[config.mk]
export PLATFORM = sky130hd
export DESIGN_NAME = lfcs_ctrl
export DESIGN_NICKNAME = d
export VERILOG_FILES = /design/src/rtl/lfcs_pkg.sv /design/src/rtl/lfcs_ctrl.sv
export SDC_FILE = /design/constraint.sdc
export NUM_CORES = 1
export LEC_CHECK = 0
export ABC_AREA = 1
export BUFFER_PORTS_ARGS = -buffer_cell sky130_fd_sc_hd__buf_2
export CAP_MARGIN = 25
export CORE_AREA = 2 2 39 41
export CTS_CLUSTER_DIAMETER = 40
export DETAILED_ROUTE_END_ITERATION = 7
export DIE_AREA = 0 0 41 43
export PLACE_DENSITY = 0.72
export SYNTH_ARGS = -nofsm -noshare
export SYNTH_HDL_FRONTEND = slang
export SYNTH_SLANG_ARGS = --single-unit
[constraint.sdc]
create_clock -name clock -period 2.51 [get_ports clock]
set_input_delay 0.3765 -clock clock [delete_from_list [all_inputs] [get_ports clock]]
set_output_delay 0.3765 -clock clock [all_outputs]
set_load 0.05 [all_outputs]
[src/rtl/lfcs_pkg.sv]
`timescale 1ns / 1ps

package lfcs_pkg;

   // Field widths of one item on each channel.
   localparam int OP_W       = 2;
   localparam int COORD_W    = 4;
   localparam int LED_IDX_W  = 7;
   localparam int STEP_W     = 8;
   localparam int COLOR_W    = 8;
   localparam int PIXEL_W    = 3 * COLOR_W;
   localparam int LEVEL_W    = 5;
   localparam int NUM_W      = 2 * COLOR_W;

   // Width of a mapped write position: row up to 15 times width up to 64, plus 63.
   localparam int POS_W      = 10;
   // Width used for range compares against the pixel count (up to 4096).
   localparam int CMP_W      = 13;

   localparam logic [LEVEL_W-1:0] BRIGHT_RESET      = 5'd16;
   localparam logic [PIXEL_W-1:0] FIRST_PIXEL_RESET = 24'hFFFF00;

   typedef enum logic [OP_W-1:0] {
      OP_WRITE  = 2'd0,
      OP_FILL   = 2'd1,
      OP_READ   = 2'd2,
      OP_COMMIT = 2'd3
   } op_type;

   typedef struct packed {
      logic [OP_W-1:0]      operation;
      logic [COORD_W-1:0]   column;
      logic [COORD_W-1:0]   row;
      logic [LED_IDX_W-1:0] led_index;
      logic [STEP_W-1:0]    fade_step;
      logic [COLOR_W-1:0]   in_red;
      logic [COLOR_W-1:0]   in_green;
      logic [COLOR_W-1:0]   in_blue;
   } req_item_type;

   typedef struct packed {
      logic [COLOR_W-1:0] out_red;
      logic [COLOR_W-1:0] out_green;
      logic [COLOR_W-1:0] out_blue;
      logic               lit;
      logic [LEVEL_W-1:0] level;
   } rsp_item_type;

   // Commands from the controller to the datapath.
   typedef struct packed {
      logic latch;      // capture the request item, clear the sweep counter
      logic write_px;   // store one pixel into the new frame
      logic fill;       // write the fill colour at the sweep counter
      logic clear;      // write reset contents at the sweep counter
      logic copy_rd;    // read the new frame at the sweep counter for a commit
      logic mult;       // register the blend products
      logic load_out;   // load the result register
      logic cnt_inc;    // advance the sweep counter
   } cmd_type;

   // Status from the datapath to the controller.
   typedef struct packed {
      logic cnt_last;   // sweep counter sits on the last pixel
      logic out_free;   // result register can take a new item this cycle
   } status_type;

endpackage

[src/rtl/lfcs_ctrl.sv]
`timescale 1ns / 1ps

module lfcs_ctrl (
   input  logic                      clock,
   input  logic                      reset,
   input  logic                      req_valid,
   input  logic [lfcs_pkg::OP_W-1:0] req_operation,
   output logic                      req_ready,
   input  lfcs_pkg::status_type      status,
   output lfcs_pkg::cmd_type         cmd
);
   import lfcs_pkg::*;

   typedef enum logic [8:0] {
      ST_CLEAR  = 9'b000000001,
      ST_IDLE   = 9'b000000010,
      ST_WRITE  = 9'b000000100,
      ST_FILL   = 9'b000001000,
      ST_COMMIT = 9'b000010000,
      ST_FLUSH  = 9'b000100000,
      ST_READ   = 9'b001000000,
      ST_MULT   = 9'b010000000,
      ST_DONE   = 9'b100000000
   } state_type;

   state_type state_ff, state_in;

   // Next state and command decode.
   always_comb begin
      state_in  = state_ff;
      cmd       = '0;
      req_ready = 1'b0;
      case (state_ff)
         ST_CLEAR: begin
            cmd.clear   = 1'b1;
            cmd.cnt_inc = 1'b1;
            if (status.cnt_last) begin
               state_in = ST_IDLE;
            end
         end
         ST_IDLE: begin
            req_ready = 1'b1;
            if (req_valid) begin
               cmd.latch = 1'b1;
               case (op_type'(req_operation))
                  OP_WRITE:  state_in = ST_WRITE;
                  OP_FILL:   state_in = ST_FILL;
                  OP_READ:   state_in = ST_READ;
                  OP_COMMIT: state_in = ST_COMMIT;
                  default:   state_in = ST_IDLE;
               endcase
            end
         end
         ST_WRITE: begin
            cmd.write_px = 1'b1;
            state_in     = ST_DONE;
         end
         ST_FILL: begin
            cmd.fill    = 1'b1;
            cmd.cnt_inc = 1'b1;
            if (status.cnt_last) begin
               state_in = ST_DONE;
            end
         end
         ST_COMMIT: begin
            cmd.copy_rd = 1'b1;
            cmd.cnt_inc = 1'b1;
            if (status.cnt_last) begin
               state_in = ST_FLUSH;
            end
         end
         ST_FLUSH: begin
            // The last copied pixel is written during this cycle.
            state_in = ST_DONE;
         end
         ST_READ: begin
            state_in = ST_MULT;
         end
         ST_MULT: begin
            cmd.mult = 1'b1;
            state_in = ST_DONE;
         end
         ST_DONE: begin
            if (status.out_free) begin
               cmd.load_out = 1'b1;
               state_in     = ST_IDLE;
            end
         end
         default: begin
            state_in = ST_IDLE;
         end
      endcase
   end

   always_ff @(posedge clock) begin
      if (reset) begin
         state_ff <= ST_CLEAR;
      end else begin
         state_ff <= state_in;
      end
   end

endmodule

==> summary.txt, run 1 <==
Status
  – Status: completed

STA
  – RSZ-0062 raised after global routing: false
  – Crit share post-route: 77.4%
  – Sum Neg Setup Slack: 0 ns
  – Clock Skew: 0.00297 ns
  – Final Setup Violations: 0
  – Min Tclk post-route: 1.94 ns
  – Pins over their slew limit: 0
  – Relative slew slack: 83.3%
  – Worst-Margin Slew: 0.250 ns
  – Final hold vios: 0
  – Worst hold margin: 0.331 ns
  – Max Freq: 0.515 GHz

Layout
  – Synth-to-layout area growth: 18.8%
  – Top Registers: state_ff (9)
  – Diodes inserted: 0
  – Top reg by flops: state_ff
  – Nets: 127
  – Post-Layout Cell Count: 135
  – Largest register FFs: 9
  – Share of layout cells above drive strength 1: 26.9%
  – Post-Layout Inst Area: 744 sq um
  – Post-route core utilization: 53.8%

Yosys
  – Post-synthesis sequential area ratio: 28.7%
  – Post-synthesis cell type count: 18
  – Synth Register Bits: 9
  – Synth Flop Type: dfxtp_1
  – Area share of the leading cell type in the synthesized netlist: 28.7%
  – YS warnings: 0
  – FFs w/ async S/R, synth: 0%
  – Commonest cells in the netlist: inv_1 (19), nand2_1 (19), nor2_1 (14)
  – Mean Syn Cell Area: 6.21 sq um
  – Cell taking the most area after synthesis: dfxtp_1
  – Mapped Nets: 108
  – Post-synthesis cell count: 101
  – Netlist Area Pre-Place: 627 sq um
  – EDFF count, synth: 0
  – Synth area leaders: dfxtp_1 (29%), inv_1 (11%), nand2_1 (11%)

Floorplan
  – Core Area: 1380 sq um
  – Chip Width: 41 um
  – Die Area: 1760 sq um
  – Num rows: 14
  – Boundary Pins: 16
  – Die Y-Extent: 43 um
  – Initial Util: 45.3%

Placement
  – DP HPWL: 1.16 mm
  – Area after DPL: 718 sq um
  – Port Buf Inserts: 15
  – Placer Congestion: 0.812
  – Post-placement cell count: 131

Detailed routing
  – Initial DRC count: 16
  – Antenna-violating nets left: 0
  – First-pass DRT Iterations: 4
  – Wire per inst: 10.3 um
  – Final WL: 1.39 mm
  – Vias: 660
  – DR vias/cell: 4.89
  – Drt drc: 0

Power and ir drop
  – P_leak: 0.426 nW
  – IR Drop Worst-Case VDD: 0.000338 V
  – Power Density: 459 nW/um^2

Clock network
  – Post-CTS sizing: 0
  – CTS Hold Bufs: 0
  – Clock transition at path regs: 0.06 ns
  – Clock latency on the worst-skew pair: 0.25 ns
  – Clk buf depth: 2
  – CTS tree: done
  – Total CTS buffers: 3
  – Clk sinks: 9
  – Root Driver: clkbuf_4
  – CTS H-tree lvls: 1
  – Postcts setup bufs: 0

Setup path
  – Startpoint types: flip-flop
  – Critical path type: reg2out
  – R2r setup slk: 1.08 ns
  – Worst path required time: 2.13 ns
  – Worst R2R Path Depth: 9
  – Critical path cell sequence: nor2_2, nand2_2, nor2_4, inv_2, nor2_4, inv_2, nor2_8, buf_2
  – Max Fanout on Critical Path: 5
  – Crit path capture type: output port
  – CP max stage cell: dfxtp_1
  – Critical path's largest stage delay: 0.33 ns
  – CP arrival: 1.57 ns

Global route
  – Largest net degree at the start of global routing: 9
  – Global-route wire length before repair: 2.32 mm
  – Vias in the first global route: 610
  – Initial antenna violation count: 0
  – Grt total ovfl: 0
  – GRT Util Overall: 19.3%

Job
  – Total of max-cap violations: 0

Min path
  – HP Class: in2reg
  – Worst hold path depth: 2
==> worst max-delay path: cells and delay by family, from the launching register on <==
family,cells,cell delay [ns]
buffers and inverters,3,0.40
flip-flops,1,0.33
AND/OR/NAND/NOR,5,0.58
==> where the power goes <==
group	switching, mW	internal, mW	leakage [nW]
registers	0.00276	0.147	0.0732
logic	0.0623	0.0226	0.337
clock network	0.0461	0.0610	0.0150
==> cell usage in the layout, fill, tap and decap left out, types with 3 or more instances in the layout <==
| cell | Yosys | final |
|---|---|---|
| a21oi_1 | 3 | 3 |
| buf_2 | 0 | 15 |
| clkbuf_4 | 0 | 3 |
| dfxtp_1 | 9 | 9 |
| inv_1 | 19 | 19 |
| inv_2 | 3 | 3 |
| nand2_1 | 19 | 19 |
| nand3_1 | 10 | 10 |
| nand4_1 | 5 | 5 |
| nor2_1 | 14 | 14 |
| nor3_1 | 6 | 6 |
==> metrics by stage <==
step	power (mW)	worst slack, ns
floorplan	0.218	0.0625
global placement	0.236	0.869
detailed placement	0.237	0.829
CTS	0.347	0.546
global route	0.362	0.439
finish	0.342	0.568
==> cell type report <==
class                           count  area, sq um
Sequential cell                     9          180
Multi-Input combinational cell     69          360
Clock buffer                        4         26.3
Inverter                           22         82.6
Timing Repair Buffer               15         75.1
Tap cell                           16         20.0
Fill cell                         145          639
==> cell families after synthesis <==
family                 after synthesis  share of synthesized area [%]
flip-flops                           9                           28.7
AO/OA/AOI/OAI                        3                           2.39
buffers and inverters               23                           13.8
AND/OR/NAND/NOR                     66                           55.1
==> metal layers <==
metal	global-route usage (%)	vias to the layer above	wire length, um
met3	2.62	2	77
met4	12.7	0	13
met2	30.0	22	647
li1	-	354	-
met5	0	-	0
met1	23.4	282	655
==> worst paths after layout <==
check,startpoint,to
min,req_operation[0],state_ff[6]$_SDFFE_PP0P_
max reg2reg,state_ff[8]$_SDFFE_PP0P_,state_ff[1]$_SDFFE_PP0P_
min reg2reg,state_ff[4]$_SDFFE_PP0P_,state_ff[4]$_SDFFE_PP0P_
max,state_ff[4]$_SDFFE_PP0P_,cmd[7]
No activity file was read; power rests on OpenSTA's default activity.
==> run 2: changes to the inputs <==
--- a/config.mk
+++ b/config.mk
@@ -8,10 +8,10 @@
 export ABC_AREA = 1
 export BUFFER_PORTS_ARGS = -buffer_cell sky130_fd_sc_hd__buf_2
 export CAP_MARGIN = 25
-export CORE_AREA = 2 2 39 41
+export CORE_MARGIN = 2
+export CORE_UTILIZATION = 45
 export CTS_CLUSTER_DIAMETER = 40
 export DETAILED_ROUTE_END_ITERATION = 7
-export DIE_AREA = 0 0 41 43
 export PLACE_DENSITY = 0.72
 export SYNTH_ARGS = -nofsm -noshare
 export SYNTH_HDL_FRONTEND = slang
==> constraint.sdc (replaced) <==
create_clock -name clock -period 1.6 [get_ports clock]
set_input_delay 0.24 -clock clock [delete_from_list [all_inputs] [get_ports clock]]
set_output_delay 0.24 -clock clock [all_outputs]
set_load 0.05 [all_outputs]
==> run 2 against run 1 <==
  * The flow now finishes with violations (setup timing)
  * Routed wire length is 16% higher
  * Sequential share of layout area down 4.3 points
  * Power up 71%
  * Critical endpoint unchanged
  * Largest cell class unchanged
  * Highest routed layer unchanged
==> summary.txt, run 2 (same netlist as run 1, synthesis figures left out) <==
Status
  – Status: finished, violations left
  – Failing checks: setup timing

STA
  – Crit share post-route: 107%
  – Clock Skew: 0.000561 ns (-0.00241 ns)
  – Pins over their slew limit: 0 (unchanged)
  – Max Freq: 0.582 GHz
  – RSZ-0062 raised after global routing: true
  – Worst setup margin: -0.118 ns (-0.687 ns)
  – Final hold vios: 0 (unchanged)
  – Final Setup Violations: 3 (+3)
  – Worst-Margin Slew: 0.252 ns (+0.00169 ns)
  – Relative slew slack: 83.3% (about the same)
  – Min Tclk post-route: 1.72 ns

Floorplan
  – Chip Width: 41.3 um (+0.78%)
  – Num rows: 13 (-1)
  – Core Area: 1300 sq um (-6.0%)
  – Boundary Pins: 16 (unchanged)
  – Initial Util: 48.2% (+2.9 points)
  – Die Area: 1710 sq um (-3.2%)
  – Die Y-Extent: 41.3 um (-3.9%)

Layout
  – Most frequent cells in the layout: nand2_1 (17), inv_1 (16), nor2_1 (10)
  – Post-route core utilization: 73.9% (+20 points)
  – Nets: 136 (+7.1%)
  – Synth-to-layout area growth: 53.5%
  – Top reg by flops: state_ff
  – Diodes inserted: 0 (unchanged)
  – Top Registers: state_ff (9)
  – Most common cell after layout, fill and taps aside: nand2_1
  – Layout fillers: 109 (-25%)
  – Largest register FFs: 9 (unchanged)
  – Share of layout cells above drive strength 1: 47.7% (+21 points)

Global route
  – GRT Util Overall: 19.8% (+0.46 points)
  – Initial antenna violation count: 0 (unchanged)
  – Largest net degree at the start of global routing: 9 (unchanged)
  – Vias in the first global route: 562 (-7.9%)
  – Grt total ovfl: 0 (unchanged)
  – Global-route wire length before repair: 2.19 mm (-5.3%)

Detailed routing
  – Drt drc: 0 (unchanged)
  – Vias: 715 (+8.3%)
  – Wire per inst: 11.4 um (+10%)
  – Initial DRC count: 8 (-8)
  – First-pass DRT Iterations: 4 (unchanged)
  – DR vias/cell: 5.00 (+2.3%)
  – Final WL: 1.62 mm (+16%)
  – Antenna-violating nets left: 0 (unchanged)

Clock network
  – Total CTS buffers: 3 (unchanged)
  – Clk buf depth: 2 (unchanged)
  – CTS Hold Bufs: 0 (unchanged)
  – CTS H-tree lvls: 1 (unchanged)
  – Clock latency on the worst-skew pair: 0.26 ns (about the same)
  – Root Driver: clkbuf_4
  – CTS tree: done
  – Clk sinks: 9 (unchanged)
  – Clock transition at path regs: 0.06 ns (about the same)

Setup path
  – Top Family by Delay on Critical Path: simple AND/OR/NAND/NOR gates
  – Buf/Inv on CP: 3 (unchanged)
  – CP arrival: 1.48 ns (-0.09 ns)
  – Max Fanout on Critical Path: 4 (-1)
  – Critical path cell sequence: nor2_4, nand2_4, nor2_4, inv_2, nor2_4, inv_4, nor2_8, buf_8
  – Worst path required time: 1.36 ns (-0.77 ns)
  – Crit path capture type: output port
  – CP max stage cell: dfxtp_4
  – Critical path type: reg2out
  – Critical path's largest stage delay: 0.36 ns (+0.03 ns)
  – Startpoint types: flip-flop
  – Crit-path most repeated cell: nor2_4

Min path
  – HP Class: in2reg

Job
  – Total of max-cap violations: 0 (unchanged)

Power and ir drop
  – IR Drop Worst-Case VDD: 0.000418 V (+24%)
  – Total power: 583 uW (+71%)
  – P_leak: 0.491 nW (+15%)
  – Power Density: 606 nW/um^2 (+32%)

Placement
  – Placer Congestion: 0.769 (-5.3%)
  – DP HPWL: 1.19 mm (+2.4%)
  – Port Buf Inserts: 15 (unchanged)
run 2: changes by cell type in the layout (fill, tap and decap cells not counted), moves of 3 or more:
cell | before | now
buf_8 | 0 | 3
buf_4 | 0 | 9
buf_2 | 15 | 7
inv_1 | 19 | 16
dfxtp_1 | 9 | 2
nor2_1 | 14 | 10
buf_6 | 0 | 5
nor2_4 | 2 | 6
dfxtp_2 | 0 | 6
run 2: metrics by stage:
step | worst slack, ns | cells | area, sq um | hold WS (ns) | TNS (ns)
global placement | 0.104 | 132 | 783 | 0.465 | 0
floorplan | -0.0341 | 101 | 678 | 0.309 | -0.0449
global route | -0.183 | 143 | 962 | 0.203 | -0.562
CTS | -0.0873 | 140 | 885 | 0.200 | -0.102
finish | -0.118 | 143 | 962 | 0.192 | -0.229
detailed placement | 0.0618 | 132 | 783 | 0.470 | 0
run 2: per-layer routing:
metal	track usage, %	wire length, um	vias to the layer above
met1	24.1	689	315
li1	-	-	371
met2	34.8	837	25
met3	3.19	87	4
met4	7.26	10	0
met5	0	0	-
run 2: worst paths after layout:
| path | slack [ns] | startpoint | cells after the start | end |
|---|---|---|---|---|
| max | -0.12 | state_ff[4]$_SDFFE_PP0P_ | 8 | cmd[7] |
| min | 0.19 | req_operation[0] | 2 | state_ff[2]$_SDFFE_PP0P_ |
| max reg2reg | 0.10 | state_ff[4]$_SDFFE_PP0P_ | 10 | state_ff[6]$_SDFFE_PP0P_ |
| min reg2reg | 0.52 | state_ff[4]$_SDFFE_PP0P_ | 2 | state_ff[4]$_SDFFE_PP0P_ |
run 2: area by class of cell:
cell class / instances / area, sq um / area share (%)
clock buffer: 4 / 26.3 / 2.73
inverter: 22 / 85.1 / 8.84
multi-input combinational: 69 / 437 / 45.4
sequential: 9 / 191 / 19.9
tap: 15 / 18.8 / 1.95
timing repair buffer: 24 / 204 / 21.2
run 2: repair_timing:
action / CTS / global route
resized for setup: 16 / 23
hold endpoints to repair: 0 / 0
setup buffers: 4 / 3
endpoints found under the setup margin: 8 / 9
pin swaps: 6 / 10
run 2: report_power, final:
group	leakage (nW)	switching [mW]	internal (mW)
clock network	0.0150	0.0749	0.0958
logic	0.399	0.112	0.0622
registers	0.0768	0.00854	0.230
==> run 3: changes to the inputs <==
--- a/config.mk
+++ b/config.mk
@@ -13,6 +13,7 @@
 export CTS_CLUSTER_DIAMETER = 40
 export DETAILED_ROUTE_END_ITERATION = 7
 export PLACE_DENSITY = 0.72
+export SKIP_LAST_GASP = 1
 export SYNTH_ARGS = -nofsm -noshare
 export SYNTH_HDL_FRONTEND = slang
 export SYNTH_SLANG_ARGS = --single-unit
==> run 3 against run 2 <==
  * Global-route usage did not move
  * Sequential share of layout area barely moved
  * Sequential power barely moved
  * Critical endpoint unchanged
  * The flow still finishes with violations (setup timing)
  * Final area rose by 0.13%
  * Register-to-register slack barely moved
  * Die area did not move
  * Worst hold slack improved by 0.0021 ns
==> summary.txt, run 3 (same netlist as run 1, synthesis figures left out) <==
Detailed routing
  – Final WL: 1.62 mm (unchanged)
  – Antenna-violating nets left: 0 (unchanged)
  – Drt drc: 0 (unchanged)
  – DR vias/cell: 5.00 (unchanged)
  – First-pass DRT Iterations: 4 (unchanged)
  – Vias: 715 (unchanged)
  – Initial DRC count: 9 (+1)
  – Wire per inst: 11.4 um (unchanged)

Setup path
  – CP arrival: 1.46 ns (-0.02 ns)
  – Critical path type: reg2out
  – Crit path capture type: output port
  – Worst R2R Path Depth: 11 (+1)
  – Worst path required time: 1.36 ns (about the same)
  – Startpoint types: flip-flop
  – Max Fanout on Critical Path: 4 (unchanged)

Placement
  – Placer Congestion: 0.769 (unchanged)
  – DP HPWL: 1.19 mm (unchanged)
  – Port Buf Inserts: 15 (unchanged)
  – Area after DPL: 783 sq um (unchanged)

Status
  – Failing checks: setup timing
  – Status: finished, violations left

Floorplan
  – Initial Util: 48.2% (unchanged)
  – Num rows: 13 (unchanged)
  – Die Area: 1710 sq um (unchanged)
  – Core Area: 1300 sq um (unchanged)
  – Die Y-Extent: 41.3 um (unchanged)
  – Boundary Pins: 16 (unchanged)
  – Chip Width: 41.3 um (unchanged)

Layout
  – Synth-to-layout area growth: 53.7%
  – Most common cell after layout, fill and taps aside: nand2_1
  – Top reg by flops: state_ff
  – Diodes inserted: 0 (unchanged)
  – Most frequent cells in the layout: nand2_1 (18), inv_1 (17), nor2_1 (10)
  – Nets: 136 (unchanged)
  – Largest register FFs: 9 (unchanged)
  – Share of layout cells above drive strength 1: 46.1% (-1.6 points)
  – Top Registers: state_ff (9)
  – Post-Layout Inst Area: 963 sq um (+0.13%)
  – Layout fillers: 113 (+3.7%)

Clock network
  – CTS Hold Bufs: 0 (unchanged)
  – CTS tree: done
  – Clk sinks: 9 (unchanged)
  – Clock latency on the worst-skew pair: 0.25 ns (about the same)
  – Total CTS buffers: 3 (unchanged)
  – Clock transition at path regs: 0.06 ns (about the same)
  – CTS H-tree lvls: 1 (unchanged)
  – Clk buf depth: 2 (unchanged)
  – Root Driver: clkbuf_4

Global route
  – Largest net degree at the start of global routing: 9 (unchanged)
  – Initial antenna violation count: 0 (unchanged)
  – Vias in the first global route: 562 (unchanged)
  – Grt total ovfl: 0 (unchanged)
  – Global-route wire length before repair: 2.19 mm (unchanged)
  – GRT Util Overall: 19.8% (unchanged)

Power and ir drop
  – IR Drop Worst-Case VDD: 0.000417 V (-0.24%)
  – Clk pwr share: 29.2% (about the same)
  – P_sw: 192 uW (-2.1%)
  – Power Density: 599 nW/um^2 (-1.1%)
  – Comb power frac: 29.6% (-0.3 points)
  – P_leak: 0.493 nW (+0.43%)
  – Sequential Power Share: 41.2% (+0.4 points)
  – Int Power: 386 uW (-0.44%)
  – Switching part of the total: 33.2% (-0.37 points)

STA
  – Min Tclk post-route: 1.70 ns (-0.0146 ns)
  – Worst-Margin Slew: 0.252 ns (+0.0000811 ns)
  – RSZ-0062 raised after global routing: true
  – Relative slew slack: 83.3% (about the same)
  – Crit share post-route: 106% (-0.91 points)
  – Final Setup Violations: 4 (+1)
  – Clock Skew: 0.00137 ns (+0.000808 ns)
  – Max Freq: 0.587 GHz (+0.85%)
  – Final hold vios: 0 (unchanged)
  – Worst setup margin: -0.104 ns (+0.0146 ns)
  – Pins over their slew limit: 0 (unchanged)
  – Worst hold margin: 0.194 ns (+0.00207 ns)

Job
  – Total of max-cap violations: 0 (unchanged)

Min path
  – Worst hold path depth: 2 (unchanged)
  – HP Class: in2reg
run 3: worst max-delay path, cell delays in order, from the launching register on:
cell     delay (ns)
dfxtp_4        0.36
nor2_4         0.13
nand2_4        0.07
nor2_4         0.12
inv_2          0.06
nor2_4         0.15
inv_4          0.07
nor2_8         0.09
buf_8          0.15
run 3: worst paths after layout:
kind / startpoint / end / slack, ns
worst max-delay path: state_ff[4]$_SDFFE_PP0P_ / cmd[7] / -0.10
worst min-delay path: req_operation[0] / state_ff[2]$_SDFFE_PP0P_ / 0.19
worst max register to register: state_ff[7]$_SDFFE_PP0P_ / state_ff[1]$_SDFFE_PP0P_ / 0.11
worst min register to register: state_ff[4]$_SDFFE_PP0P_ / state_ff[4]$_SDFFE_PP0P_ / 0.52
run 3: repair_timing:
| item | 4_1_cts | 5_1_grt |
|---|---|---|
| pin swaps | 6 | 11 |
| setup buffers | 4 | 3 |
| gates resized for setup | 15 | 24 |
| setup endpoints to repair | 8 | 9 |
run 3: cell type report:
type	count	area (sq um)	area share, %
inverter	22	85.1	8.83
sequential	9	191	19.9
tap	15	18.8	1.95
timing repair buffer	24	208	21.6
multi-input combinational	69	434	45.1
clock buffer	4	26.3	2.73
run 3: power by group through the flow:
stage	sequential (mW)	combinational (mW)	clock [mW]
after CTS	0.236	0.156	0.174
final	0.238	0.171	0.169
after global placement	0.240	0.140	0
after detailed placement	0.240	0.142	0
after floorplan	0.239	0.108	0
after global routing	0.239	0.186	0.190
run 3: layer usage:
layer  track usage [%]  wire (um)  vias to the layer above
met1              24.1        711                      310
met3              3.19         80                        6
met5                 0          0                        -
met4              7.26         39                        0
li1                  -          -                      373
met2              34.8        793                       26
run 3: stage by stage:
| step | utilization (%) | TNS, ns | total power [mW] | setup slack (ns) | cells |
|---|---|---|---|---|---|
| finish | 74.0 | -0.224 | 0.578 | -0.104 | 143 |
| detailed placement | 60.2 | 0 | 0.382 | 0.0618 | 132 |
| CTS | 67.8 | -0.106 | 0.566 | -0.0873 | 140 |
| floorplan | - | -0.0449 | 0.348 | -0.0341 | 101 |
| global route | 74.0 | -0.773 | 0.615 | -0.178 | 143 |
| global placement | 60.2 | 0 | 0.380 | 0.104 | 132 |
